`src/design/assert_macros.svh`:
```
// Assertion macros shared by the presence trigger interference filter RTL.
`ifndef ASSERT_MACROS_SVH
`define ASSERT_MACROS_SVH

`ifndef ASSERT_OFF
// Clocked check, masked while reset is asserted.
`define PTIF_ASSERT_CLK(label, clk, rst_n, prop) \
  label: assert property (@(posedge clk) disable iff (!rst_n) prop) \
    else $error("ptif assertion failed");
// Clocked check that also holds during reset.
`define PTIF_ASSERT_ALWAYS(label, clk, prop) \
  label: assert property (@(posedge clk) prop) \
    else $error("ptif assertion failed");
`else
`define PTIF_ASSERT_CLK(label, clk, rst_n, prop)
`define PTIF_ASSERT_ALWAYS(label, clk, prop)
`endif

`endif

```
`src/design/ptif_pkg.sv`:
```
// Shared types and constants for the presence trigger interference filter.
`default_nettype none

package ptif_pkg;

  // default datapath widths
  localparam int TIME_BITS_DEF  = 48;
  localparam int COUNT_BITS_DEF = 16;

  // configuration register widths
  localparam int EN_W       = 1;
  localparam int MS_W       = 24;
  localparam int EDGE_LIM_W = 16;
  localparam int STREAK_W   = 8;
  localparam int CFG_DATA_W = 24;
  localparam int CFG_ADDR_W = 3;

  // register indexes
  typedef enum logic [CFG_ADDR_W-1:0] {
    REG_ENABLE        = 3'd0,
    REG_CONFIRM_DELAY = 3'd1,
    REG_WINDOW        = 3'd2,
    REG_HIGH_LIMIT    = 3'd3,
    REG_EDGE_LIMIT    = 3'd4,
    REG_CYCLES_LOCK   = 3'd5,
    REG_LOCKOUT_LEN   = 3'd6
  } cfg_reg_t;

  // register reset values
  localparam logic [EN_W-1:0]       ENABLE_RST        = 1'b1;
  localparam logic [MS_W-1:0]       CONFIRM_DELAY_RST = 24'd5000;
  localparam logic [MS_W-1:0]       WINDOW_RST        = 24'd20000;
  localparam logic [MS_W-1:0]       HIGH_LIMIT_RST    = 24'd10000;
  localparam logic [EDGE_LIM_W-1:0] EDGE_LIMIT_RST    = 16'd10;
  localparam logic [STREAK_W-1:0]   CYCLES_LOCK_RST   = 8'd3;
  localparam logic [MS_W-1:0]       LOCKOUT_LEN_RST   = 24'd600000;

  // input kind (tuser)
  localparam logic KIND_LEVEL  = 1'b0;
  localparam logic KIND_CANCEL = 1'b1;

  // phase state, one-hot
  typedef enum logic [3:0] {
    PH_IDLE    = 4'b0001,
    PH_CONFIRM = 4'b0010,
    PH_WINDOW  = 4'b0100,
    PH_LOCK    = 4'b1000
  } phase_t;

  // phase codes as seen on the result word
  localparam int PHASE_CODE_W = 2;
  localparam logic [PHASE_CODE_W-1:0] PHASE_CODE_IDLE    = 2'd0;
  localparam logic [PHASE_CODE_W-1:0] PHASE_CODE_CONFIRM = 2'd1;
  localparam logic [PHASE_CODE_W-1:0] PHASE_CODE_WINDOW  = 2'd2;
  localparam logic [PHASE_CODE_W-1:0] PHASE_CODE_LOCK    = 2'd3;

  localparam int OUT_DATA_W = 8;

  // result word fields
  typedef struct packed {
    logic                    pad;
    logic [PHASE_CODE_W-1:0] phase_out;
    logic                    canceled;
    logic                    lock_started;
    logic                    noisy;
    logic                    window_done;
    logic                    ready_res;
  } result_t;

endpackage

`default_nettype wire

```
`src/design/presence_trigger_interference_filter_unit.sv`:
```
// Top level of the presence trigger interference filter.
`default_nettype none
`include "assert_macros.svh"

// Presence trigger interference filter. Each input word is a presence-sensor
// level sample with a millisecond timestamp, or a cancel (in_tuser = 1). An
// active sample in idle opens a cycle; once the confirm delay has passed the
// result word carries ready_res, and once the window has passed since cycle
// start the cycle is judged noisy on high time or rising-edge count. A run of
// noisy cycles starts a lockout during which no cycle opens. Every input word
// yields exactly one result word. Throughput is one word per clock unless the
// result side stalls; a word passes the input register, then the state update
// (which sets the rate) and result register. All phase, counter and timer logic
// for one word is one pass of compares and saturating adds on TIME_BITS-wide
// values. Configuration must be written through cfg_wen/cfg_addr/cfg_wdata only
// while no word is in flight (not enforced); out-of-range indexes are ignored.
module presence_trigger_interference_filter_unit #(
  parameter int TIME_BITS  = ptif_pkg::TIME_BITS_DEF,
  parameter int COUNT_BITS = ptif_pkg::COUNT_BITS_DEF
) (
  input  logic                                   clk,
  input  logic                                   rst_n,
  // input words
  input  logic                                   in_tvalid,
  output logic                                   in_tready,
  // [0] level_active, [TIME_BITS:1] now_ms, rest zero
  input  logic [((TIME_BITS+8)/8)*8-1:0]         in_tdata,
  // [0] kind (0 level sample, 1 cancel)
  input  logic                                   in_tuser,
  // result words
  output logic                                   out_tvalid,
  input  logic                                   out_tready,
  // [0] ready_res, [1] window_done, [2] noisy, [3] lock_started,
  // [4] canceled, [6:5] phase_out, [7] zero
  output logic [ptif_pkg::OUT_DATA_W-1:0]        out_tdata,
  // configuration write port
  input  logic                                   cfg_wen,
  input  logic [ptif_pkg::CFG_ADDR_W-1:0]        cfg_addr,
  input  logic [ptif_pkg::CFG_DATA_W-1:0]        cfg_wdata
);

  localparam int CMP_W = (COUNT_BITS > ptif_pkg::EDGE_LIM_W) ? COUNT_BITS
                                                             : ptif_pkg::EDGE_LIM_W;

  // ---------------- configuration registers ----------------
  logic [ptif_pkg::EN_W-1:0]       cfg_enable_r;
  logic [ptif_pkg::MS_W-1:0]       cfg_confirm_r;
  logic [ptif_pkg::MS_W-1:0]       cfg_window_r;
  logic [ptif_pkg::MS_W-1:0]       cfg_high_lim_r;
  logic [ptif_pkg::EDGE_LIM_W-1:0] cfg_edge_lim_r;
  logic [ptif_pkg::STREAK_W-1:0]   cfg_cyc_lock_r;
  logic [ptif_pkg::MS_W-1:0]       cfg_lock_len_r;

  always_ff @(posedge clk) begin
    if (!rst_n) begin
      cfg_enable_r   <= ptif_pkg::ENABLE_RST;
      cfg_confirm_r  <= ptif_pkg::CONFIRM_DELAY_RST;
      cfg_window_r   <= ptif_pkg::WINDOW_RST;
      cfg_high_lim_r <= ptif_pkg::HIGH_LIMIT_RST;
      cfg_edge_lim_r <= ptif_pkg::EDGE_LIMIT_RST;
      cfg_cyc_lock_r <= ptif_pkg::CYCLES_LOCK_RST;
      cfg_lock_len_r <= ptif_pkg::LOCKOUT_LEN_RST;
    end else if (cfg_wen) begin
      unique case (ptif_pkg::cfg_reg_t'(cfg_addr))
        ptif_pkg::REG_ENABLE:        cfg_enable_r   <= cfg_wdata[ptif_pkg::EN_W-1:0];
        ptif_pkg::REG_CONFIRM_DELAY: cfg_confirm_r  <= cfg_wdata[ptif_pkg::MS_W-1:0];
        ptif_pkg::REG_WINDOW:        cfg_window_r   <= cfg_wdata[ptif_pkg::MS_W-1:0];
        ptif_pkg::REG_HIGH_LIMIT:    cfg_high_lim_r <= cfg_wdata[ptif_pkg::MS_W-1:0];
        ptif_pkg::REG_EDGE_LIMIT:    cfg_edge_lim_r <= cfg_wdata[ptif_pkg::EDGE_LIM_W-1:0];
        ptif_pkg::REG_CYCLES_LOCK:   cfg_cyc_lock_r <= cfg_wdata[ptif_pkg::STREAK_W-1:0];
        ptif_pkg::REG_LOCKOUT_LEN:   cfg_lock_len_r <= cfg_wdata[ptif_pkg::MS_W-1:0];
        default: ;  // unmapped index, dropped
      endcase
    end
  end

  // ---------------- input register ----------------
  logic                 in_valid_r;
  logic                 in_kind_r;
  logic                 in_lvl_r;
  logic [TIME_BITS-1:0] in_now_r;
  logic                 out_valid_r;
  ptif_pkg::result_t    out_data_r;
  logic                 advance;

  // the state update fires whenever the result register can take a word
  assign advance   = in_valid_r && (!out_valid_r || out_tready);
  assign in_tready = !in_valid_r || advance;

  always_ff @(posedge clk) begin
    if (!rst_n) begin
      in_valid_r <= 1'b0;
    end else if (in_tready) begin
      in_valid_r <= in_tvalid;
    end
  end

  always_ff @(posedge clk) begin
    if (in_tvalid && in_tready) begin
      in_kind_r <= in_tuser;
      in_lvl_r  <= in_tdata[0];
      in_now_r  <= in_tdata[TIME_BITS:1];
    end
  end

  // ---------------- filter state ----------------
  ptif_pkg::phase_t               phase_r,        phase_nxt;
  logic [TIME_BITS-1:0]           phase_start_r,  phase_start_nxt;
  logic [TIME_BITS-1:0]           cycle_start_r,  cycle_start_nxt;
  logic [COUNT_BITS-1:0]          edge_count_r,   edge_count_nxt;
  logic                           prev_level_r,   prev_level_nxt;
  logic                           high_run_r,     high_run_nxt;
  logic [TIME_BITS-1:0]           high_start_r,   high_start_nxt;
  logic [TIME_BITS-1:0]           high_total_r,   high_total_nxt;
  logic [ptif_pkg::STREAK_W-1:0]  streak_r,       streak_nxt;
  logic [TIME_BITS-1:0]           lock_until_r,   lock_until_nxt;

  // ---------------- shared datapath ----------------
  logic                           lvl;
  logic [TIME_BITS-1:0]           now;
  logic                           rise;
  logic [TIME_BITS-1:0]           hs_eff;     // interval start after this sample
  logic [TIME_BITS-1:0]           delta;      // now - hs_eff, floored at 0
  logic [TIME_BITS:0]             sum_w;
  logic [TIME_BITS-1:0]           sum_sat;    // high_total + delta, saturated
  logic [TIME_BITS-1:0]           el_phase;
  logic [TIME_BITS-1:0]           el_cycle;
  logic [TIME_BITS:0]             lock_w;
  logic [TIME_BITS-1:0]           lock_sat;
  logic [COUNT_BITS-1:0]          edge_new;
  logic [ptif_pkg::STREAK_W-1:0]  streak_inc;
  logic [TIME_BITS-1:0]           fin;
  logic                           past_lock;

  assign lvl  = in_lvl_r;
  assign now  = in_now_r;
  assign rise = lvl && !prev_level_r;

  // window phase restarts interval timing on any active sample with no
  // interval running; confirm phase only on a rising edge
  always_comb begin
    if (phase_r == ptif_pkg::PH_WINDOW) begin
      hs_eff = (lvl && (!high_run_r || !prev_level_r)) ? now : high_start_r;
    end else begin
      hs_eff = rise ? now : high_start_r;
    end
  end

  assign delta    = (now > hs_eff) ? (now - hs_eff) : '0;
  assign sum_w    = {1'b0, high_total_r} + {1'b0, delta};
  assign sum_sat  = sum_w[TIME_BITS] ? '1 : sum_w[TIME_BITS-1:0];
  assign el_phase = (now > phase_start_r) ? (now - phase_start_r) : '0;
  assign el_cycle = (now > cycle_start_r) ? (now - cycle_start_r) : '0;
  assign lock_w   = {1'b0, now} + (TIME_BITS+1)'(cfg_lock_len_r);
  assign lock_sat = lock_w[TIME_BITS] ? '1 : lock_w[TIME_BITS-1:0];
  assign past_lock = (now >= lock_until_r);

  assign edge_new   = (rise && (edge_count_r != '1)) ? (edge_count_r + COUNT_BITS'(1))
                                                     : edge_count_r;
  assign streak_inc = (streak_r != '1) ? (streak_r + ptif_pkg::STREAK_W'(1)) : streak_r;
  assign fin        = (lvl || high_run_r) ? sum_sat : high_total_r;

  logic f_ready, f_done, f_noisy, f_locked, f_canceled;
  logic run_after;
  logic is_noisy;

  assign is_noisy = (fin >= TIME_BITS'(cfg_high_lim_r)) ||
                    (CMP_W'(edge_new) >= CMP_W'(cfg_edge_lim_r));

  always_comb begin
    phase_nxt       = phase_r;
    phase_start_nxt = phase_start_r;
    cycle_start_nxt = cycle_start_r;
    edge_count_nxt  = edge_count_r;
    prev_level_nxt  = prev_level_r;
    high_run_nxt    = high_run_r;
    high_start_nxt  = high_start_r;
    high_total_nxt  = high_total_r;
    streak_nxt      = streak_r;
    lock_until_nxt  = lock_until_r;
    f_ready         = 1'b0;
    f_done          = 1'b0;
    f_noisy         = 1'b0;
    f_locked        = 1'b0;
    f_canceled      = 1'b0;
    run_after       = lvl && (high_run_r || rise);

    // clearing a cycle only needs the phase: the cycle fields are all
    // reloaded when the next cycle opens
    if (in_kind_r == ptif_pkg::KIND_CANCEL) begin
      if (phase_r == ptif_pkg::PH_CONFIRM || phase_r == ptif_pkg::PH_WINDOW) begin
        phase_nxt  = ptif_pkg::PH_IDLE;
        f_canceled = 1'b1;
      end
    end else if (!cfg_enable_r[0]) begin
      phase_nxt = ptif_pkg::PH_IDLE;
    end else begin
      unique case (phase_r)
        ptif_pkg::PH_IDLE: begin
          if (past_lock && lvl) begin
            phase_nxt       = ptif_pkg::PH_CONFIRM;
            phase_start_nxt = now;
            cycle_start_nxt = now;
            edge_count_nxt  = COUNT_BITS'(1);
            prev_level_nxt  = 1'b1;
            high_start_nxt  = now;
            high_run_nxt    = 1'b1;
            high_total_nxt  = '0;
          end
        end
        ptif_pkg::PH_CONFIRM: begin
          if (!lvl && high_run_r) begin
            high_total_nxt = sum_sat;
          end
          high_run_nxt   = run_after;
          high_start_nxt = hs_eff;
          edge_count_nxt = edge_new;
          prev_level_nxt = lvl;
          if (el_phase >= TIME_BITS'(cfg_confirm_r)) begin
            if (run_after) begin
              high_total_nxt = sum_sat;
              high_start_nxt = now;
            end
            f_ready         = 1'b1;
            phase_nxt       = ptif_pkg::PH_WINDOW;
            phase_start_nxt = now;
          end
        end
        ptif_pkg::PH_WINDOW: begin
          if (!lvl && high_run_r) begin
            high_total_nxt = sum_sat;
          end
          high_run_nxt   = lvl;
          high_start_nxt = hs_eff;
          edge_count_nxt = edge_new;
          prev_level_nxt = lvl;
          if (el_cycle >= TIME_BITS'(cfg_window_r)) begin
            f_done  = 1'b1;
            f_noisy = is_noisy;
            if (is_noisy) begin
              if (streak_inc >= cfg_cyc_lock_r) begin
                // lockout keeps the cycle counters as they stand
                phase_nxt      = ptif_pkg::PH_LOCK;
                lock_until_nxt = lock_sat;
                streak_nxt     = '0;
                f_locked       = 1'b1;
              end else begin
                streak_nxt = streak_inc;
                phase_nxt  = ptif_pkg::PH_IDLE;
              end
            end else begin
              streak_nxt = '0;
              phase_nxt  = ptif_pkg::PH_IDLE;
            end
          end
        end
        ptif_pkg::PH_LOCK: begin
          if (past_lock) begin
            phase_nxt = ptif_pkg::PH_IDLE;
          end
        end
        default: phase_nxt = ptif_pkg::PH_IDLE;
      endcase
    end
  end

  always_ff @(posedge clk) begin
    if (!rst_n) begin
      phase_r      <= ptif_pkg::PH_IDLE;
      streak_r     <= '0;
      lock_until_r <= '0;
    end else if (advance) begin
      phase_r      <= phase_nxt;
      streak_r     <= streak_nxt;
      lock_until_r <= lock_until_nxt;
    end
  end

  always_ff @(posedge clk) begin
    if (advance) begin
      phase_start_r <= phase_start_nxt;
      cycle_start_r <= cycle_start_nxt;
      edge_count_r  <= edge_count_nxt;
      prev_level_r  <= prev_level_nxt;
      high_run_r    <= high_run_nxt;
      high_start_r  <= high_start_nxt;
      high_total_r  <= high_total_nxt;
    end
  end

  // ---------------- result register ----------------
  logic [ptif_pkg::PHASE_CODE_W-1:0] phase_code;

  always_comb begin
    unique case (phase_nxt)
      ptif_pkg::PH_IDLE:    phase_code = ptif_pkg::PHASE_CODE_IDLE;
      ptif_pkg::PH_CONFIRM: phase_code = ptif_pkg::PHASE_CODE_CONFIRM;
      ptif_pkg::PH_WINDOW:  phase_code = ptif_pkg::PHASE_CODE_WINDOW;
      ptif_pkg::PH_LOCK:    phase_code = ptif_pkg::PHASE_CODE_LOCK;
      default:              phase_code = ptif_pkg::PHASE_CODE_IDLE;
    endcase
  end

  always_ff @(posedge clk) begin
    if (!rst_n) begin
      out_valid_r <= 1'b0;
    end else if (advance) begin
      out_valid_r <= 1'b1;
    end else if (out_tready) begin
      out_valid_r <= 1'b0;
    end
  end

  always_ff @(posedge clk) begin
    if (advance) begin
      out_data_r.pad          <= 1'b0;
      out_data_r.phase_out    <= phase_code;
      out_data_r.canceled     <= f_canceled;
      out_data_r.lock_started <= f_locked;
      out_data_r.noisy        <= f_noisy;
      out_data_r.window_done  <= f_done;
      out_data_r.ready_res    <= f_ready;
    end
  end

  assign out_tvalid = out_valid_r;
  assign out_tdata  = out_data_r;

  // ---------------- assertions ----------------
  // a lockout flagged on a word leaves the phase locked
  `PTIF_ASSERT_CLK(a_lock_enters_lock, clk, rst_n, (advance && f_locked) |=> (phase_r == ptif_pkg::PH_LOCK))
  // a noisy verdict only comes with the end of a window
  `PTIF_ASSERT_CLK(a_noisy_needs_done, clk, rst_n, out_valid_r |-> (!out_data_r.noisy || out_data_r.window_done))
  // a held input word is not dropped while the result side stalls
  `PTIF_ASSERT_CLK(a_in_held, clk, rst_n, (in_valid_r && !advance) |=> in_valid_r)
  // the filter state moves only when a word is processed
  `PTIF_ASSERT_CLK(a_state_on_advance, clk, rst_n, !advance |=> ($stable(phase_r) && $stable(streak_r)))
  // ready and window end never land on the same word
  `PTIF_ASSERT_CLK(a_ready_done_excl, clk, rst_n, advance |-> !(f_ready && f_done))

endmodule

`default_nettype wire

```
`config.mk`:
```
export PLATFORM = sky130hd
export DESIGN_NAME = presence_trigger_interference_filter_unit
export DESIGN_NICKNAME = d
export VERILOG_FILES = /design/src/design/ptif_pkg.sv /design/src/design/presence_trigger_interference_filter_unit.sv
export VERILOG_INCLUDE_DIRS = /design/src /design/src/design
export SDC_FILE = /design/constraint.sdc
export NUM_CORES = 2
export LEC_CHECK = 0
export BUFFER_PORTS_ARGS = -buffer_cell sky130_fd_sc_hd__clkbuf_2
export CAP_MARGIN = 25
export CORE_MARGIN = 3
export CORE_UTILIZATION = 45
export DETAILED_ROUTE_END_ITERATION = 16
export GPL_ROUTABILITY_DRIVEN = 0
export PLACE_DENSITY = 0.64
export SYNTH_ARGS = -nofsm -noshare
export SYNTH_HDL_FRONTEND = slang
export SYNTH_SLANG_ARGS = --single-unit
```
`constraint.sdc`:
```
create_clock -name clk -period 21.9 [get_ports clk]
set_clock_uncertainty 0.05 [all_clocks]
set_input_delay 3.285 -clock clk [delete_from_list [all_inputs] [get_ports clk]]
set_output_delay 3.285 -clock clk [all_outputs]
set_load 0.005 [all_outputs]
```
# [Word-level counts from Yosys, hierarchy flattened]
# Cells that the tools add are included.
[totals] in_bits=89 output_inout_bits=10 mem_bits_rw=0 memories=0 reg_bits=450 word_cells=156 latchBits=0 romBits=0
[op_classes] mux=46 n_eq_ne=17 multipliers=0 n_shift=0 addsub=7 magnitude_cmp=9 n_reduce_logical=43 bitwise=6 div=0
[op_table] op="$mux 48" n=17
[op_table] op="$pmux 48 s3" n=2
[op_table] op="$ge 48x24->1" n=3
[op_table] op="$gt 48x48->1" n=3
[op_table] op="$sub 48x48->48" n=3
[op_table] op="$pmux 48 s2" n=1
[op_table] op="$add 48x24->49" n=1
[op_table] op="$add 48x48->49" n=1
[op_table] op="$ge 48x48->1" n=1
[op_table] op="$mux 4" n=9
[op_table] op="$mux 16" n=2
[op_table] op="$pmux 16 s2" n=1
[op_table] op="$mux 8" n=3
[op_table] op="$reduce_and 5->1" n=4
[op_table] op="$add 16x1->16 const B" n=1
[op_table] op="$ge 16x16->1" n=1
[op_table] op="$ne 16x16->1 const B" n=1
[op_table] op="$pmux 4 s4" n=1
[op_table] op="$reduce_and 2->1" n=7
[op_table] op="$eq 3x3->1 const B" n=3
[op_table] op="$add 8x1->8 const B" n=1
[op_table] op="$eq 4x2->1 const B" n=2
[op_table] op="$eq 4x3->1 const B" n=2
[op_table] op="$eq 4x4->1 const B" n=2
[op_table] op="24 further kinds" n=56

# [Longest topological paths before layout]
[logic_depth] depth_word=19 mapped_depth=51 mapped_depth_nobuf=45

# [Worst setup path before layout]
# OpenSTA, ideal clock, no wires.
[synth_timing] path_type="in2reg" start="in out_tready" end="reg edge_count_r[0] (enable)" cell_stages=6 setup_ps=625 slack_ps=11378 t_arrival_ps=9846 n_path_buf=1 required_time_ps=21225 cell_sequence="nor2b_1 nor2b_1 clkbuf_1 nand2_1 or2_2 a21oi_1"
[synth_via] elab_chain_len=3
[synth_lines] item="from (decl)" line_no="presence_trigger_interference_filter_unit.sv:32" text="input logic out_tready,"
[synth_lines] item="$logic_or 1x1->1" line_no="presence_trigger_interference_filter_unit.sv:87" text="assign advance = in_valid_r && (!out_valid_r || out_tready);"
[synth_lines] item="$logic_and 1x1->1" line_no="presence_trigger_interference_filter_unit.sv:87"
[synth_lines] item="net advance" line_no="presence_trigger_interference_filter_unit.sv:84" text="logic advance;"
[synth_lines] item="$reduce_and 5->1 (no line)"
[synth_lines] item="to (signal assigned)" line_no="presence_trigger_interference_filter_unit.sv:283" text="edge_count_r <= edge_count_nxt;"
[synth_lines] item="to (decl)" line_no="presence_trigger_interference_filter_unit.sv:110" text="logic [COUNT_BITS-1:0] edge_count_r, edge_count_nxt;"
# The timed path passes the listed nets, and every way through them passes these cells.
# A chain may end at the register's enable or synchronous reset.

# [Worst setup path after layout]
[layout_timing] start="reg phase_r[3]" end="reg lock_until_r[26]"
[layout_via] elab_chain_len=10 word_cells_on_any_way=11 classes_between="2 x add/sub; 2 x order compare; 1 x eq/ne; 4 x mux; 2 x reduce/logical"
[layout_lines] item="from (decl)" line_no="presence_trigger_interference_filter_unit.sv:107" text="ptif_pkg::phase_t phase_r, phase_nxt;"
[layout_lines] item="from (signal assigned)" line_no="presence_trigger_interference_filter_unit.sv:269" text="phase_r <= ptif_pkg::PH_IDLE;"
[layout_lines] item="from (signal assigned)" line_no="presence_trigger_interference_filter_unit.sv:273" text="phase_r <= phase_nxt;"
[layout_lines] item="$eq 4x3->1 (*)" line_no="presence_trigger_interference_filter_unit.sv:142, presence_trigger_interference_filter_unit.sv:198"
[layout_lines] item="$mux 48" line_no="presence_trigger_interference_filter_unit.sv:142" text="if (phase_r == ptif_pkg::PH_WINDOW) begin"
[layout_lines] item="$sub 48x48->48 / $gt 48x48->1 (equally long branches)" line_no="presence_trigger_interference_filter_unit.sv:149" text="assign delta = (now > hs_eff) ? (now - hs_eff) : '0;"
[layout_lines] item="$mux 48" line_no="presence_trigger_interference_filter_unit.sv:149"
[layout_lines] item="$add 48x48->49" line_no="presence_trigger_interference_filter_unit.sv:150" text="assign sum_w = {1'b0, high_total_r} + {1'b0, delta};"
[layout_lines] item="$mux 48" line_no="presence_trigger_interference_filter_unit.sv:151" text="assign sum_sat = sum_w[TIME_BITS] ? '1 : sum_w[TIME_BITS-1:0];"
[layout_lines] item="$mux 48" line_no="presence_trigger_interference_filter_unit.sv:161" text="assign fin = (lvl || high_run_r) ? sum_sat : high_total_r;"
[layout_lines] item="$ge 48x24->1" line_no="presence_trigger_interference_filter_unit.sv:167" text="assign is_noisy = (fin >= TIME_BITS'(cfg_high_lim_r)) ||"
[layout_lines] item="$logic_or 1x1->1" line_no="presence_trigger_interference_filter_unit.sv:167"
[layout_lines] item="$reduce_and 7->1 (no line) (*)"
[layout_lines] item="to (signal assigned)" line_no="presence_trigger_interference_filter_unit.sv:275" text="lock_until_r <= lock_until_nxt;"
[layout_lines] item="to (decl)" line_no="presence_trigger_interference_filter_unit.sv:116" text="logic [TIME_BITS-1:0] lock_until_r, lock_until_nxt;"
# Mark *: on every way between the ends. The rest lies on a longest branch, timed or not.

==> flow_metrics.py <==
metrics = {
    "synthesis": {
        "synth_top_family_by_area": "compound AO/OA/AOI/OAI gates",
        "yosysUniqueCellTypes": 103,
        "synth-async-reset-ratio": 0,
        "ys_ff_latch": 450,
        "yosys.area.top_type": "edfxtp_1",
        "netlist_area_um2": 35200,
        "synth_flop_cell": "edfxtp_1",
        "synth-compound-area-share": 0.220,
        "syn_avg_cell_area_um2": 8.52,
        "synthTopCellsByArea": "edfxtp_1, ha_1, dfxtp_1",
        "synth-adder-area-share": 0.132,
        "yosys_warnings": 0,
        "synth_seq_area_share": 0.332,
        "yosys.area_share.simple": 0.179,
        "synth_fp_nets": 4586,
        "muxShareOfSynthArea": 0.0357,
        "synthCells": 4130,
        "synth_xor_area_frac": 0.0495,
        "synth_top_area_frac": 0.228,
        "synth_edf_count": 267,
    },
    "worst_setup_path": {
        "crit_type": "reg2reg",
        "crit_path_end_kind": "flip-flop",
        "cp.depth": 45,
        "worstPathRequired_ns": 22.39,
        "cpMostUsedCell": "o21ai_0",
        "rr_startpoint": "phase_r[3]",
        "reg2reg_depth": 45,
        "critPathLaunch": "phase_r[3]",
        "ff2ff_setup_slack_ns": 9.19,
        "crit_family": "compound AO/OA/AOI/OAI gates",
        "crit_fanout": 51,
        "max_stage_delay_ns": 0.75,
        "crit_path_end": "lock_until_r[26]",
        "cp.arrival_ns": 13.20,
        "cp_slowest_cell": "a2111oi_4",
        "cp_num_buf_inv": 5,
        "start_kind": "flip-flop",
        "r2r-end": "lock_until_r[26]",
    },
    "placed_design": {
        "io_buffer_count": 90,
        "dp_slack_ns": 9.21,
        "dp_hpwl_um": 76200,
    },
    "floorplan": {
        "dieArea_um2": 81600,
        "die_h_um": 286,
        "core_area_um2": 76700,
        "die_w_um": 286,
        "num_rows": 101,
        "io_pins": 99,
        "start_util": 0.459,
    },
    "grt": {
        "grt_max_degree": 70,
        "grt_usage": 0.243,
        "grt_pass1_vias": 29200,
        "antenna_found_initial": 1,
        "grt_pass1_wl_um": 160000,
        "grt.overflow.total": 0,
    },
    "cts": {
        "cts_sinks": 450,
        "cts_root_buffer": "clkbuf_16",
        "clk_latency_ns": 0.65,
        "cts_buffer_depth": 3,
        "hold_buffers": 0,
        "cts_resized": 0,
        "cts_inserted_buffers": 52,
        "clk_pin_slew_ns": 0.06,
        "tritoncts": "done",
        "htreeDepth": 2,
        "post_cts_buffers": 0,
    },
    "route": {
        "routed_wl_um": 102000,
        "via_per_inst": 5.85,
        "drc": 0,
        "wl_per_cell_um": 19.4,
        "first_iter_violations": 2225,
        "ant_nets": 0,
        "vias": 30800,
        "drt_pass1_iterations": 5,
    },
    "cells_and_area": {
        "final_net_count": 4637,
        "drive_above_1_share": 0.0885,
        "final_util": 0.504,
        "areaGrowthSynthToFinish_pct": 9.82,
    },
    "timing": {
        "slew_headroom": 0.281,
        "period_minus_slack_ns": 12.71,
        "setup_ws_ns": 9.19,
        "hold_slack_ns": 0.404,
        "timing.final.crit_share": 0.580,
        "worst_pin_slew_ns": 1.07,
        "rsz0062_at_grt": "no",
        "clock.fmax_mhz": 78.7,
        "setup_violations": 0,
        "setup_tns_ns": 0,
        "slew_violations": 0,
        "finalHoldViolCount": 0,
    },
    "status": {
        "status": "complete, no violations",
    },
    "flow_run": {
        "max_cap_violations": 0,
    },
    "hold_path": {
        "hp-start": "cfg_edge_lim_r[2]",
        "hold_class": "reg2reg",
        "whs_path_depth": 2,
    },
    "power_and_ir_drop": {
        "p_leak_nw": 16.0,
        "ir_drop_mv": 0.0707,
        "powerDensity_nw_per_um2": 61.7,
    },
}
cell usage after synthesis, types with 10 or more instances:
library cell,n
a2111oi_0,10
a211oi_1,29
a21boi_0,15
a21o_1,137
a21oi_1,438
a31oi_1,30
a32o_1,18
and2_1,47
and3_1,37
and4_1,12
buf_2,25
clkbuf_1,113
dfxtp_1,183
edfxtp_1,267
ha_1,362
inv_1,311
mux2_4,36
mux2i_1,57
nand2_1,473
nand2b_1,51
nand3_1,102
nand4_1,78
nor2_1,323
nor2b_1,40
nor3_1,64
nor3b_1,10
nor4_1,23
o2111ai_1,11
o211ai_1,39
o21a_1,39
o21ai_0,169
o21ai_1,38
o21bai_1,30
o221a_2,10
o22ai_1,39
o31a_1,10
o31ai_1,25
or2_2,18
or3_1,17
or4_1,10
xnor2_1,105
xor2_1,94
flip-flops by register name, indices dropped and copies added (netlist names), 4 cells and up:
signal,count
cfg_confirm_r,24
cfg_cyc_lock_r,8
cfg_edge_lim_r,16
cfg_high_lim_r,24
cfg_lock_len_r,24
cfg_window_r,24
cycle_start_r,48
edge_count_r,16
high_start_r,48
high_total_r,48
in_now_r,48
lock_until_r,48
out_tdata,7
phase_r,4
phase_start_r,48
streak_r,8
final cells by class:
cell class                 count  area (µm²)
antenna                        1        2.50
clock buffer                  66        1440
clock inverter                32         369
fill                        7306       38100
inverter                     313        1180
multi-input combinational   3209       21700
sequential                   450       11700
tap                         1030        1290
timing repair buffer         155         953
report_power, final:
part | switching (mW) | leakage [nW] | internal (mW)
Sequential | 0.0141 | 3.95 | 0.917
Combinational | 0.329 | 11.2 | 0.202
Clock | 0.391 | 0.878 | 0.530
Total | 0.735 | 16.0 | 1.65
through the flow:
stage	cell area (µm²)	std cells	power (mW)
global placement	36800	5155	1.47
global route	38700	5256	2.50
detailed placement	36800	5156	1.47
floorplan	35200	4130	1.33
finish	38700	5256	2.38
CTS	38600	5254	2.39
cell families after synthesis:
family,after synthesis
simple gates,1333
xor+xnor,199
mux,106
other cells,1
flops,450
fa+ha+maj,367
compound gates,1203
buf+inv,471
layer usage:
metal | wire, µm | global-route usage | up-vias | part of all wire
met4 | 3040 | 0.0756 | 0 | 0.030
met2 | 47500 | 0.408 | 922 | 0.47
met5 | 0 | 0 | - | 0
li1 | - | - | 15100 | -
met3 | 5960 | 0.0288 | 198 | 0.058
met1 | 45500 | 0.326 | 14500 | 0.45
cell usage in the layout (no fill, tap or decap), types with 57 or more instances in the layout:
master    count
inv_1       311
o21ai_0     169
nor2_1      321
a21oi_1     435
xor2_1       94
buf_4        63
nand4_1      78
xnor2_1     105
ha_1        362
nand3_1     102
a21o_1      137
nand2_1     472
edfxtp_1    267
clkbuf_2     90
nor3_1       64
dfxtp_1     183
mux2i_1      57
worst min-delay path by stage:
stage,endpoint,slack (ns)
floorplan,cfg_confirm_r[10],0.39
global placement,cfg_confirm_r[15],0.39
detailed placement,cfg_window_r[3],0.40
CTS,cfg_window_r[3],0.40
global route,cfg_confirm_r[13],0.42
finish,cfg_edge_lim_r[2],0.40
worst reg2reg max path, delay by kind of cell, from the launching register on:
kind | cells | cell delay (ns)
and+or+nand+nor | 10 | 2.07
AOI/OAI and AO/OA | 26 | 6.91
DFF | 1 | 0.51
adders and majority gates | 4 | 1.26
buffers and inverters | 5 | 1.86
(Power assumes the default switching activity.)
